`src/rtl/etr_pkg.sv`:
```
// Package for the event trace ring: sizes, action codes and the
// command and status structs between controller and datapath.
// No dependencies; every other file of the block but etr_ram imports it.
package etr_pkg;

  // Ring geometry.
  localparam int DEPTH = 64;
  localparam int AW    = $clog2(DEPTH);

  // Field widths.
  localparam int TW     = 48;   // timestamp and age
  localparam int IW     = 16;   // event id
  localparam int GW     = 32;   // argument word
  localparam int CW     = 16;   // freeze countdown
  localparam int KW     = 17;   // known-id count
  localparam int ACTW   = 2;    // action code
  localparam int SLOT_W = TW + IW + GW;

  // Action codes; the remaining code does nothing.
  localparam logic [ACTW-1:0] ACT_LOG    = 2'd0;
  localparam logic [ACTW-1:0] ACT_FREEZE = 2'd1;
  localparam logic [ACTW-1:0] ACT_DUMP   = 2'd2;

  // Commands from the controller to the datapath.
  typedef struct packed {
    logic log_event;   // store an event, subject to the freeze countdown
    logic load_freeze; // load the countdown
    logic rd_first;    // read the newest slot
    logic rd_next;     // read the slot below the last one read
    logic load_entry;  // load an entry word into the output register
    logic load_end;    // load the end word and clear the countdown
  } etr_cmd_t;

  // Status from the datapath to the controller.
  typedef struct packed {
    logic slot_used;   // the slot just read is written since reset and holds a non-zero id
    logic out_free;    // the output register can take a word this cycle
  } etr_sts_t;

endpackage

```
`src/rtl/etr_ctrl.sv`:
```
// Controller of the event trace ring: decodes accepted words and sequences
// the dump walk. Depends on etr_pkg for codes and the command/status structs.
module etr_ctrl import etr_pkg::*; (
  input  logic            clk,
  input  logic            rst_n,
  input  logic            in_valid,
  input  logic [ACTW-1:0] in_action,
  output logic            in_ready,
  input  etr_sts_t        sts,
  output etr_cmd_t        cmd
);

  typedef enum logic [2:0] {
    ST_IDLE = 3'b001,
    ST_CHK  = 3'b010,
    ST_FIN  = 3'b100
  } etr_state_t;

  etr_state_t    state_r, state_nxt;
  logic [AW-1:0] cnt_r, cnt_nxt;   // reads still to issue in the walk
  logic          in_fire;

  assign in_ready = (state_r == ST_IDLE);
  assign in_fire  = in_valid && in_ready;

  // Next-state and command logic.
  always_comb begin
    state_nxt = state_r;
    cnt_nxt   = cnt_r;
    cmd       = '0;
    unique case (state_r)
      ST_IDLE: begin
        if (in_fire) begin
          if (in_action == ACT_LOG) begin
            cmd.log_event = 1'b1;
          end else if (in_action == ACT_FREEZE) begin
            cmd.load_freeze = 1'b1;
          end else if (in_action == ACT_DUMP) begin
            // The first read goes out now; DEPTH-2 more follow.
            cmd.rd_first = 1'b1;
            cnt_nxt      = AW'(DEPTH - 2);
            state_nxt    = ST_CHK;
          end
        end
      end
      ST_CHK: begin
        // An empty slot is skipped; a used one waits for the output register.
        if (!sts.slot_used || sts.out_free) begin
          cmd.load_entry = sts.slot_used;
          if (cnt_r != '0) begin
            cmd.rd_next = 1'b1;
            cnt_nxt     = cnt_r - AW'(1);
          end else begin
            state_nxt = ST_FIN;
          end
        end
      end
      ST_FIN: begin
        if (sts.out_free) begin
          cmd.load_end = 1'b1;
          state_nxt    = ST_IDLE;
        end
      end
      default: begin
        state_nxt = ST_IDLE;
      end
    endcase
  end

  // State registers.
  always_ff @(posedge clk) begin
    if (!rst_n) begin
      state_r <= ST_IDLE;
      cnt_r   <= '0;
    end else begin
      state_r <= state_nxt;
      cnt_r   <= cnt_nxt;
    end
  end

endmodule

```
`config.mk`:
```
export PLATFORM = sky130hd
export DESIGN_NAME = etr_ctrl
export DESIGN_NICKNAME = d
export VERILOG_FILES = /design/src/rtl/etr_pkg.sv /design/src/rtl/etr_ctrl.sv
export SDC_FILE = /design/constraint.sdc
export NUM_CORES = 1
export LEC_CHECK = 0
export BUFFER_PORTS_ARGS = -buffer_cell sky130_fd_sc_hd__buf_2
export CAP_MARGIN = 20
export CORE_AREA = 2 2 39 41
export CTS_BUF_LIST = sky130_fd_sc_hd__clkbuf_8
export CTS_CLUSTER_SIZE = 12
export DETAILED_ROUTE_END_ITERATION = 10
export DIE_AREA = 0 0 41 43
export PLACE_DENSITY = 0.68
export SYNTH_ARGS = -nofsm -noshare
export SYNTH_HDL_FRONTEND = slang
export SYNTH_SLANG_ARGS = --single-unit
```
`constraint.sdc`:
```
create_clock -name clk -period 1.4 [get_ports clk]
set_input_delay 0 -clock clk [delete_from_list [all_inputs] [get_ports clk]]
set_output_delay 0 -clock clk [all_outputs]
set_load 0.02 [all_outputs]
```
## Word level (Yosys, flattened, before mapping)

Cells that the tools add are included.

- Register bits: 9
- Bits of input ports: 7
- Output and inout bits: 7
- Word-level logic and storage cells: 51

- Muxes and demuxes: 27
- Add/subtract/negate cells: 1
- Equality and inequality tests: 13
- Reductions and logical operators: 8

Operator list:

| kind | count |
|---|---|
| 6-bit 2-to-1 mux | 6 |
| 3-bit 2-to-1 mux | 9 |
| 7-bit AND reduction | 2 |
| 2-bit != test (second input constant) | 6 |
| 6-bit case mux with 2 select lines | 1 |
| 3-bit case mux with 3 select lines | 1 |
| 1-bit 2-to-1 mux | 7 |
| 2-bit 2-to-1 mux | 3 |
| 6-bit nonzero test | 1 |
| 6-bit by 1-bit subtractor with 6-bit output (second input constant) | 1 |
| 2-bit by 1-bit != test with 1-bit output (second input constant) | 2 |
| 3-bit by 1-bit == test with 1-bit output (second input constant) | 1 |
| 3-bit by 2-bit == test with 1-bit output (second input constant) | 1 |
| 3-bit == test (second input constant) | 1 |
| 2-bit by 1-bit == test with 1-bit output (second input constant) | 1 |
| 2-bit == test (second input constant) | 1 |
| 2-bit logical NOT | 1 |
| 2-bit nonzero test | 1 |
| 1-bit logical AND | 1 |
| 1-bit logical NOT | 1 |
| 1-bit logical OR | 1 |

## Depth between registers and ports, before layout

Gate-level depths: netlist of the first run.

- Depth after elaboration: 6
- Gate-level depth with buffers: 6
- Depth with buffers taken out: 6

## Least setup slack after synthesis of the first run

Ideal clock, no wire load.

- Path type: register -> register
- From: reg state_r[0]
- To: reg cnt_r[1]
- Setup time: 127 ps
- Slack: -569 ps
- Period minus slack after synthesis: 1969 ps
- Stages on the path, launching flop included: 6
- Path buffers: 1
- Data required time: 1273 ps
- Data arrival time: 1842 ps
- Cells stage by stage: dfxtp_1 nor3b_1 and4b_1 clkbuf_1 or2_2 o21ai_0

- Word-level cells in the longest chain between the ends: 4
- Elaborated cells on any way between the ends: 12
- Those cells by class: eq/ne (8); mux (1); reduce/logical (3)

Ends and longest elaborated chain:

| element | line | source |
|---|---|---|
| start, declared | etr_ctrl.sv:19 | `etr_state_t state_r, state_nxt;` |
| start signal, assigned | etr_ctrl.sv:76 | `state_r <= state_nxt;` |
| 3-bit by 1-bit == test with 1-bit output (*) | etr_ctrl.sv:23 | `assign in_ready = (state_r == ST_IDLE);` |
| via in_ready | etr_ctrl.sv:8 | `output logic in_ready,` |
| 1-bit logical AND | etr_ctrl.sv:24 | `assign in_fire = in_valid && in_ready;` |
| 2-bit by 1-bit != test with 1-bit output (no source line) | -- |  |
| 7-bit AND reduction (no source line) | -- |  |
| end signal, assigned | etr_ctrl.sv:77 | `cnt_r <= cnt_nxt;` |
| end, declared | etr_ctrl.sv:20 | `logic [AW-1:0] cnt_r, cnt_nxt;` |

The timed path passes the listed nets; every way through them passes the cells marked *.
A chain may end at the register's enable or synchronous reset.

## Worst setup path after layout of the first run

- From: reg cnt_r[3]
- To: reg cnt_r[5]

- Word-level cells in the longest chain between the ends: 4
- Elaborated cells on any way between the ends: 7
- Those cells by class: add/sub (1); eq/ne (1); mux (3); reduce/logical (2)

Ends and longest elaborated chain:

| element | line | source |
|---|---|---|
| 6-bit by 1-bit subtractor with 6-bit output | etr_ctrl.sv:52 | `cnt_nxt = cnt_r - AW'(1);` |
| 6-bit 2-to-1 mux | etr_ctrl.sv:50 | `if (cnt_r != '0) begin` |
| 6-bit 2-to-1 mux | etr_ctrl.sv:48 | `if (!sts.slot_used \|\| sts.out_free) begin` |
| 6-bit case mux with 2 select lines | etr_ctrl.sv:31 | `unique case (state_r)` |

Several ways; a longest one is shown, not always the timed one. The select of a mux whose other input is x is not followed.

==> flow_summary.json, run 1 <==
{
  "outcome": "complete, but fails checks",
  "violations": "negative setup slack",
  "ys_ff_latch": 9,
  "cp_top_family": "simple AND/OR/NAND/NOR gates",
  "required_ns": 1.52,
  "fillers": 114,
  "cp_slowest_cell": "nor4_4",
  "yosysUniqueCellTypes": 31,
  "coreArea_sq_mm": 0.001384,
  "r2r-end": "cnt_r[5]",
  "synth_cells": 61,
  "powerDensity_mw_per_mm2": 801.3,
  "yosys_warnings": 0,
  "die_h_um": 43,
  "cp-end-kind": "register",
  "path_buf_inv": 1,
  "cts_tree": "built",
  "std_cell_rows": 14,
  "clock_latency_ns": 0.23,
  "worst_ep_arrival_time_ns": 1.66,
  "grt_pass1_vias": 568,
  "die_w_um": 41,
  "grt_start_max_net_pins": 12,
  "antenna_found_initial": 0,
  "max_stage_delay_ns": 0.36,
  "drive_above_1_share_pct": 54.74,
  "avgViaCountPerCell": 5.541,
  "r2r_start": "cnt_r[3]",
  "worstSetupPathDepth": 5,
  "timing.final.ws_setup_ns": -0.1387,
  "drt_iter0_markers": 15,
  "final_nets": 105,
  "vdd_drop_max_mv": 0.4508,
  "start_util_pct": 40.05,
  "diodes": 0,
  "final_cell_mix": "buf_4 (20), buf_2 (9)",
  "portBuffers": 13,
  "io_pins": 14,
  "clk_pin_slew_ns": 0.05,
  "p_sw_share_pct": 25.27,
  "timing.slew.headroom_pct": 79.09,
  "critical_path_class": "register to register",
  "critPathLaunch": "cnt_r[3]",
  "setup_viol": 7,
  "tightest_slew_ns": 0.3113,
  "hold_path_end": "state_r[0]",
  "crit_chain": "nor4_4, a211oi_4, buf_4, or2_4, o211a_1",
  "start_kind": "register",
  "maxSlewViolCount": 0,
  "cts-root-buf": "clkbuf_8",
  "cts_buffers": 3,
  "yosysSeqAreaShare_pct": 32.51,
  "tns_ns": -0.5345,
  "place_congestion": 0.7677,
  "power_frac_seq_pct": 39.0,
  "ant_nets": 0,
  "multi_input_area_sq_um": 374.1,
  "synth_area_sq_um": 554.3,
  "timing_hold_violations_final": 0,
  "clock.fmax_ghz": 0.6499,
  "p_int_uw": 526.8,
  "total_power_uw": 704.8,
  "p_clk_share_pct": 41.0,
  "cap_viol_max_count": 0,
  "first_pass_iters": 4,
  "drc": 0,
  "rsz0062_at_grt": "yes",
  "num_vias": 615,
  "regArea_sq_um": 188.9,
  "skew_ns": 0.002199,
  "area_growth_pct": 58.69,
  "hold_path.class": "input pin to register",
  "reg2regPathDepth": 5,
  "comb_power_share_pct": 20.0,
  "grt_first_pass_wirelength_mm": 2.352,
  "grt.overflow.total": 0,
  "finish.utilization_pct": 63.56,
  "dpl_cell_area_sq_um": 757.0,
  "dp_hpwl_mm": 1.030,
  "holdCritStartpoint": "rst_n",
  "p_sw_uw": 178.1,
  "layout_commonest_cell": "buf_4",
  "die-area_sq_mm": 0.001763,
  "holdWs_ns": 0.06798,
  "numClockSinks": 9,
  "clockBufferDepth": 2,
  "grtUsageTotal_pct": 20.04,
  "cts_max_level": 1,
  "instances_no_fill": 111,
  "finalCritPeriodShare_pct": 109.9,
  "p_leak_nw": 0.3919,
  "postCtsHoldBufs": 0,
  "routed_wl_mm": 1.542,
  "wire_per_inst_um": 13.89,
  "fin_area_sq_um": 879.6,
  "finalCriticalPeriod_ns": 1.539,
  "r2r_slack_ns": -0.14,
  "critical_path.max_fanout": 5,
  "synth_fp_nets": 70,
  "dp_slack_ns": -0.09400,
  "hold_depth": 2,
  "avgSynthCellArea_sq_um": 9.087,
  "dp_cells": 103
}
[how the worst max path moves through the flow]
stage | to | slack [ns]
floorplan | cnt_r[5] | -0.27
global placement | cnt_r[3] | -0.07
detailed placement | cnt_r[3] | -0.09
CTS | cnt_r[5] | -0.15
global route | cnt_r[5] | -0.17
finish | cnt_r[5] | -0.14
[cell type report]
| cell class | count | share of cell area (%) |
|---|---|---|
| Timing Repair Buffer | 33 | 27.31 |
| Multi-Input combinational cell | 46 | 42.53 |
| Clock inverter | 1 | 0.4267 |
| Tap cell | 16 | 2.276 |
| Clock buffer | 3 | 4.694 |
| Inverter | 3 | 1.280 |
| Sequential cell | 9 | 21.48 |
[layer usage]
metal  GRT usage [%]  up-vias  wire length (um)  share of wire (%)
li1                -      299                 -                  -
met1           25.00      298               693                 45
met2           30.63       16               766                 50
met3           4.712        2                65                4.2
met4           10.00        0                17                1.1
met5               0        -                 0                  0
[timing repair]
action | in CTS | in global routing
pin swaps | 7 | 7
buffers inserted | 5 | 0
setup endpoints to repair | 9 | 11
gates resized for setup | 8 | 10
[power by group through the flow]
stage                     Combinational, mW  Sequential [mW]  Clock (mW)
final                                 0.141            0.275       0.289
after global routing                  0.152            0.276       0.312
after CTS                             0.133            0.275       0.300
after detailed placement              0.125            0.281           0
after global placement                0.121            0.281           0
after floorplan                      0.0682            0.284           0
[registers in the layout, summed over array words and instances, names as in the netlist]
signal	count
cnt_r	6
state_r	3
[cells by family after synthesis]
family	Yosys count	synth area share, %
simple gates	24	30.02
compound gates	20	27.54
flops	9	32.51
buf+inv	6	5.418
fa+ha+maj	2	4.514
[Yosys cell counts]
cell / n / share of area, %
a21oi_1: 1 / 0.90
nor2b_1: 1 / 1.1
and4b_1: 1 / 1.8
or2_2: 1 / 1.1
ha_1: 2 / 4.5
nand2b_1: 1 / 1.1
a41oi_1: 1 / 1.6
nor3_1: 3 / 2.7
dfxtp_1: 9 / 33
nor4_4: 1 / 3.8
nor2_1: 2 / 1.4
buf_6: 1 / 2.0
or3b_1: 1 / 1.6
nand2_1: 4 / 2.7
a311oi_1: 1 / 1.6
inv_1: 3 / 2.0
o21a_1: 3 / 4.1
a31oi_1: 3 / 3.4
and3b_1: 1 / 1.6
a211oi_1: 1 / 1.4
nor3b_1: 3 / 4.1
o21ai_0: 4 / 3.6
or2b_1: 1 / 1.4
clkbuf_1: 2 / 1.4
o31ai_1: 3 / 4.1
or3b_2: 1 / 1.6
a211oi_4: 1 / 3.6
nand3_1: 2 / 1.8
o211a_1: 1 / 1.8
o221ai_1: 1 / 1.6
and4bb_2: 1 / 2.3
Note: power is estimated with default switching activity, not from simulation.
==> run 2: changes to the inputs <==
CAP_MARGIN = not set   (was 20)
SETUP_SLACK_MARGIN = 0.05   (was not set)
clock period = 1.2 ns   (was 1.4 ns; I/O delays follow)
==> run 2 against run 1 <==
The run still ends with negative setup slack left. Largest cell class unchanged. Register-to-register slack worse by 0.17 ns. Non-clock buffer count up 6. Critical path type unchanged. Sequential share of layout area down 2.7 points. Clock skew down 0.0013 ns.
==> flow_summary.json, run 2 (synthesis results as in run 1) <==
{
  "powerDensity_mw_per_mm2": 866.5,
  "r2r_slack_ns": -0.31,
  "die_h_um": 43,
  "timing.slew.headroom_pct": 79.69,
  "p_clk_share_pct": 39.8,
  "portBuffers": 13,
  "p_sw_share_pct": 25.83,
  "skew_ns": 0.0008522,
  "power_frac_seq_pct": 37.5,
  "comb_power_share_pct": 22.7,
  "cp_top_family": "simple AND/OR/NAND/NOR gates",
  "maxSlewViolCount": 0,
  "path_buf_inv": 1,
  "cts_tree": "built",
  "max_stage_delay_ns": 0.35,
  "first_pass_iters": 4,
  "outcome": "complete, but fails checks",
  "std_cell_rows": 14,
  "critical_path.max_fanout": 5,
  "fin_area_sq_um": 991.0,
  "coreArea_sq_mm": 0.001384,
  "multi_input_area_sq_um": 414.1,
  "die-area_sq_mm": 0.001763,
  "wire_per_inst_um": 13.80,
  "num_vias": 639,
  "crit_chain": "nor4_4, a211oi_4, buf_6, or2_4, o211a_1",
  "critPathLaunch": "cnt_r[5]",
  "start_util_pct": 40.05,
  "hold_path.class": "input pin to register",
  "antenna_found_initial": 0,
  "cts-root-buf": "clkbuf_8",
  "worstSetupPathDepth": 5,
  "crit_end": "cnt_r[5]",
  "clock.fmax_ghz": 0.6631,
  "grt.overflow.total": 0,
  "vdd_drop_max_mv": 0.6555,
  "dp_slack_ns": -0.2850,
  "fillers": 96,
  "area_growth_pct": 78.78,
  "cp-end-kind": "register",
  "clockBufferDepth": 2,
  "diodes": 0,
  "violations": "negative setup slack",
  "grt_first_pass_wirelength_mm": 2.208,
  "required_ns": 1.32,
  "grt_pass1_vias": 540,
  "tightest_slew_ns": 0.3024,
  "final_nets": 111,
  "start_kind": "register",
  "timing.final.ws_setup_ns": -0.3082,
  "timing_hold_violations_final": 0,
  "reg2regPathDepth": 5,
  "finalCritPeriodShare_pct": 125.7,
  "drive_above_1_share_pct": 64.36,
  "drc": 0,
  "setup_viol": 14,
  "worst_ep_arrival_time_ns": 1.63,
  "io_pins": 14,
  "ant_nets": 0,
  "rsz0062_at_grt": "yes",
  "top_register": "cnt_r",
  "finish.utilization_pct": 71.61,
  "avgViaCountPerCell": 5.462,
  "p_leak_nw": 0.4381,
  "cp_slowest_cell": "nor4_4",
  "routed_wl_mm": 1.615,
  "grt_start_max_net_pins": 12,
  "largestRegisters": "cnt_r: 6 flops, state_r: 3 flops",
  "r2r-end": "cnt_r[5]",
  "cts_buffers": 3,
  "place_congestion": 0.7899,
  "clock_latency_ns": 0.23,
  "numClockSinks": 9,
  "holdCritStartpoint": "rst_n",
  "cts_max_level": 1,
  "r2r_start": "cnt_r[5]",
  "regArea_sq_um": 186.4,
  "finalCriticalPeriod_ns": 1.508,
  "drt_iter0_markers": 11,
  "largest_reg_flops": 6,
  "critical_path_class": "register to register",
  "final_cell_mix": "buf_4 (20), buf_6 (11), buf_2 (8), dfxtp_2 (5)",
  "dp_hpwl_mm": 1.044,
  "total_power_uw": 858.7,
  "cap_viol_max_count": 0,
  "die_w_um": 41,
  "p_sw_uw": 221.8,
  "layout_commonest_cell": "buf_4",
  "dpl_cell_area_sq_um": 780.7,
  "p_int_uw": 636.9,
  "tns_ns": -2.844,
  "clk_pin_slew_ns": 0.04,
  "grtUsageTotal_pct": 18.72
}
## run 2: how the worst min path moves through the flow
stage	to	slack [ns]	cells past startpoint
6_report	state_r[0]	0.04	2
5_1_grt	state_r[0]	0.06	2
4_1_cts	state_r[0]	0.06	2
3_5_place_dp	cmd[5]	0.29	3
3_3_place_gp	state_r[0]	0.28	2
2_1_floorplan	cmd[4]	0.04	1
## run 2: routing by layer
metal	up-vias	routed length (um)	track usage [%]	part of all wire [%]
met5	-	0	0	0
met4	0	29	10.00	1.8
met1	298	647	24.09	40
li1	313	-	-	-
met3	5	115	7.330	7.1
met2	23	822	25.94	51
## run 2: power groups by stage
stage          Clock [mW]  Combinational, mW  Sequential, mW
2_1_floorplan           0             0.0862           0.331
3_3_place_gp            0              0.155           0.326
3_5_place_dp            0              0.158           0.326
4_1_cts             0.350              0.174           0.321
5_1_grt             0.362              0.210           0.323
6_report            0.342              0.195           0.322
## run 2: repair_timing
| action | in CTS | in global routing |
|---|---|---|
| resized for setup | 20 | 13 |
| setup endpoints to repair | 14 | 16 |
| buffers inserted | 5 | 5 |
| pin swaps | 8 | 14 |
| cloned | 0 | 0 |
| hold endpoints to repair | 0 | 0 |
| hold buffers | 0 | 0 |
## run 2: final cells by class
class	count	area share, %
tap	16	2.020
timing repair buffer	39	31.69
clock inverter	1	0.3788
clock buffer	3	4.167
inverter	3	1.136
sequential	9	18.81
multi-input combinational	46	41.79
## run 2: per-stage QoR
| step | std cells | hold WS (ns) |
|---|---|---|
| 2_1_floorplan | 61 | 0.03618 |
| 3_3_place_gp | 104 | 0.2848 |
| 3_5_place_dp | 104 | 0.2905 |
| 4_1_cts | 112 | 0.06076 |
| 5_1_grt | 117 | 0.05757 |
| 6_report | 117 | 0.04338 |
==> run 3: changes to the inputs <==
SKIP_CTS_REPAIR_TIMING = 1   (was not set)
==> run 3 against run 2 <==
Largest cell class unchanged. Final cell count is 1.7% lower. Global-route usage down 1.6 points. Critical path depth fell by 1. The run still ends with negative setup slack left. Core utilization fell by 2.7 points. Combinational power is essentially flat. Design area is 3.8% lower.
==> flow_summary.json, run 3 (synthesis results as in run 1) <==
{
  "outcome": "complete, but fails checks",
  "violations": "negative setup slack",
  "vdd_drop_max_mv": 0.6768,
  "die_w_um": 41,
  "final_cell_mix": "buf_4 (23), buf_2 (8), dfxtp_1 (6), buf_6 (6), inv_1 (4)",
  "worst_ep_arrival_time_ns": 1.62,
  "start_kind": "register",
  "p_int_uw": 634.5,
  "drc": 0,
  "grt_use_met3_pct": 4.712,
  "p_clk_share_pct": 40.1,
  "path_buf_inv": 2,
  "dp_slack_ns": -0.2850,
  "r2r_start": "state_r[0]",
  "dp_hpwl_mm": 1.044,
  "final_nets": 109,
  "crit_chain": "or3b_4, a211oi_4, buf_4, buf_6",
  "skew_ns": 0.0005563,
  "powerDensity_mw_per_mm2": 897.9,
  "grtUsageTotal_pct": 17.11,
  "layout_commonest_cell": "buf_4",
  "ant_nets": 0,
  "fillers": 112,
  "maxSlewViolCount": 0,
  "comb_power_share_pct": 22.4,
  "dp_cells": 104,
  "start_util_pct": 40.05,
  "area_growth_pct": 72.01,
  "critPathLaunch": "state_r[0]",
  "top_register": "cnt_r",
  "critical_path.max_fanout": 6,
  "critical_path_class": "register to primary output",
  "clockBufferDepth": 2,
  "avgViaCountPerCell": 5.435,
  "portBuffers": 13,
  "finalCriticalPeriod_ns": 1.622,
  "largest_reg_flops": 6,
  "multi_input_area_sq_um": 412.9,
  "grt.overflow.total": 0,
  "regArea_sq_um": 183.9,
  "met2_usage_pct": 25.31,
  "die-area_sq_mm": 0.001763,
  "instances_no_fill": 115,
  "hold_path.class": "input pin to register",
  "grt_first_pass_wirelength_mm": 2.035,
  "required_ns": 1.20,
  "wire_per_inst_um": 13.69,
  "clk_pin_slew_ns": 0.04,
  "p_sw_share_pct": 25.88,
  "die_h_um": 43,
  "grt_start_max_net_pins": 12,
  "power_frac_seq_pct": 37.5,
  "timing.final.ws_setup_ns": -0.4219,
  "coreArea_sq_mm": 0.001384,
  "timing_hold_violations_final": 0,
  "tns_ns": -4.000,
  "grt_pass1_vias": 498,
  "numClockSinks": 9,
  "max_stage_delay_ns": 0.41,
  "dpl_cell_area_sq_um": 780.7,
  "cts_max_level": 1,
  "cp-end-kind": "primary output",
  "fin_area_sq_um": 953.4,
  "place_congestion": 0.7899,
  "rsz0062_at_grt": "yes",
  "setup_viol": 14,
  "drt_iter0_markers": 8,
  "clock.fmax_ghz": 0.6165,
  "std_cell_rows": 14,
  "r2r_slack_ns": -0.42,
  "largestRegisters": "cnt_r: 6 flops, state_r: 3 flops",
  "cts_tree": "built",
  "timing.slew.headroom_pct": 76.17,
  "met1_usage_pct": 22.11,
  "cap_viol_max_count": 0,
  "p_leak_nw": 0.4195,
  "diodes": 0,
  "holdWs_ns": 0.06285,
  "cts_buffers": 3,
  "cts-root-buf": "clkbuf_8",
  "finalCritPeriodShare_pct": 135.2,
  "p_sw_uw": 221.6,
  "tightest_slew_ns": 0.3563,
  "gr-max-usage-layer": "met2",
  "num_vias": 625,
  "routed_wl_mm": 1.574,
  "clock_latency_ns": 0.23,
  "drive_above_1_share_pct": 59.60,
  "cp_slowest_cell": "or3b_4",
  "total_power_uw": 856.1,
  "finish.utilization_pct": 68.90,
  "antenna_found_initial": 0,
  "first_pass_iters": 4,
  "io_pins": 14,
  "holdCritStartpoint": "rst_n",
  "cp_top_family": "simple AND/OR/NAND/NOR gates"
}
==> run 3: power groups by stage <==
stage / Clock (mW) / Combinational (mW) / Sequential [mW]
after floorplan: 0 / 0.0862 / 0.331
after global placement: 0 / 0.155 / 0.326
after detailed placement: 0 / 0.158 / 0.326
after CTS: 0.350 / 0.159 / 0.321
after global routing: 0.357 / 0.207 / 0.322
final: 0.343 / 0.192 / 0.321
==> run 3: per-layer routing <==
metal  part of all wire, %  routed length [um]
met1                    45                 710
met2                    49                 767
met3                   5.2                  82
met4                  0.83                  13
met5                     0                   0
==> run 3: cell type report <==
type	count	share of cell area [%]
multi-input combinational	46	43.31
timing repair buffer	37	29.40
sequential	9	19.29
clock buffer	3	4.331
tap	16	2.100
inverter	3	1.181
clock inverter	1	0.3937
==> run 3: path summary, 6_finish.rpt <==
kind / end / cells after the start
setup / recovery: cmd[2] / 4
hold reg to reg: cnt_r[1] / 3
hold / removal: state_r[0] / 2
setup reg to reg: cnt_r[3] / 5
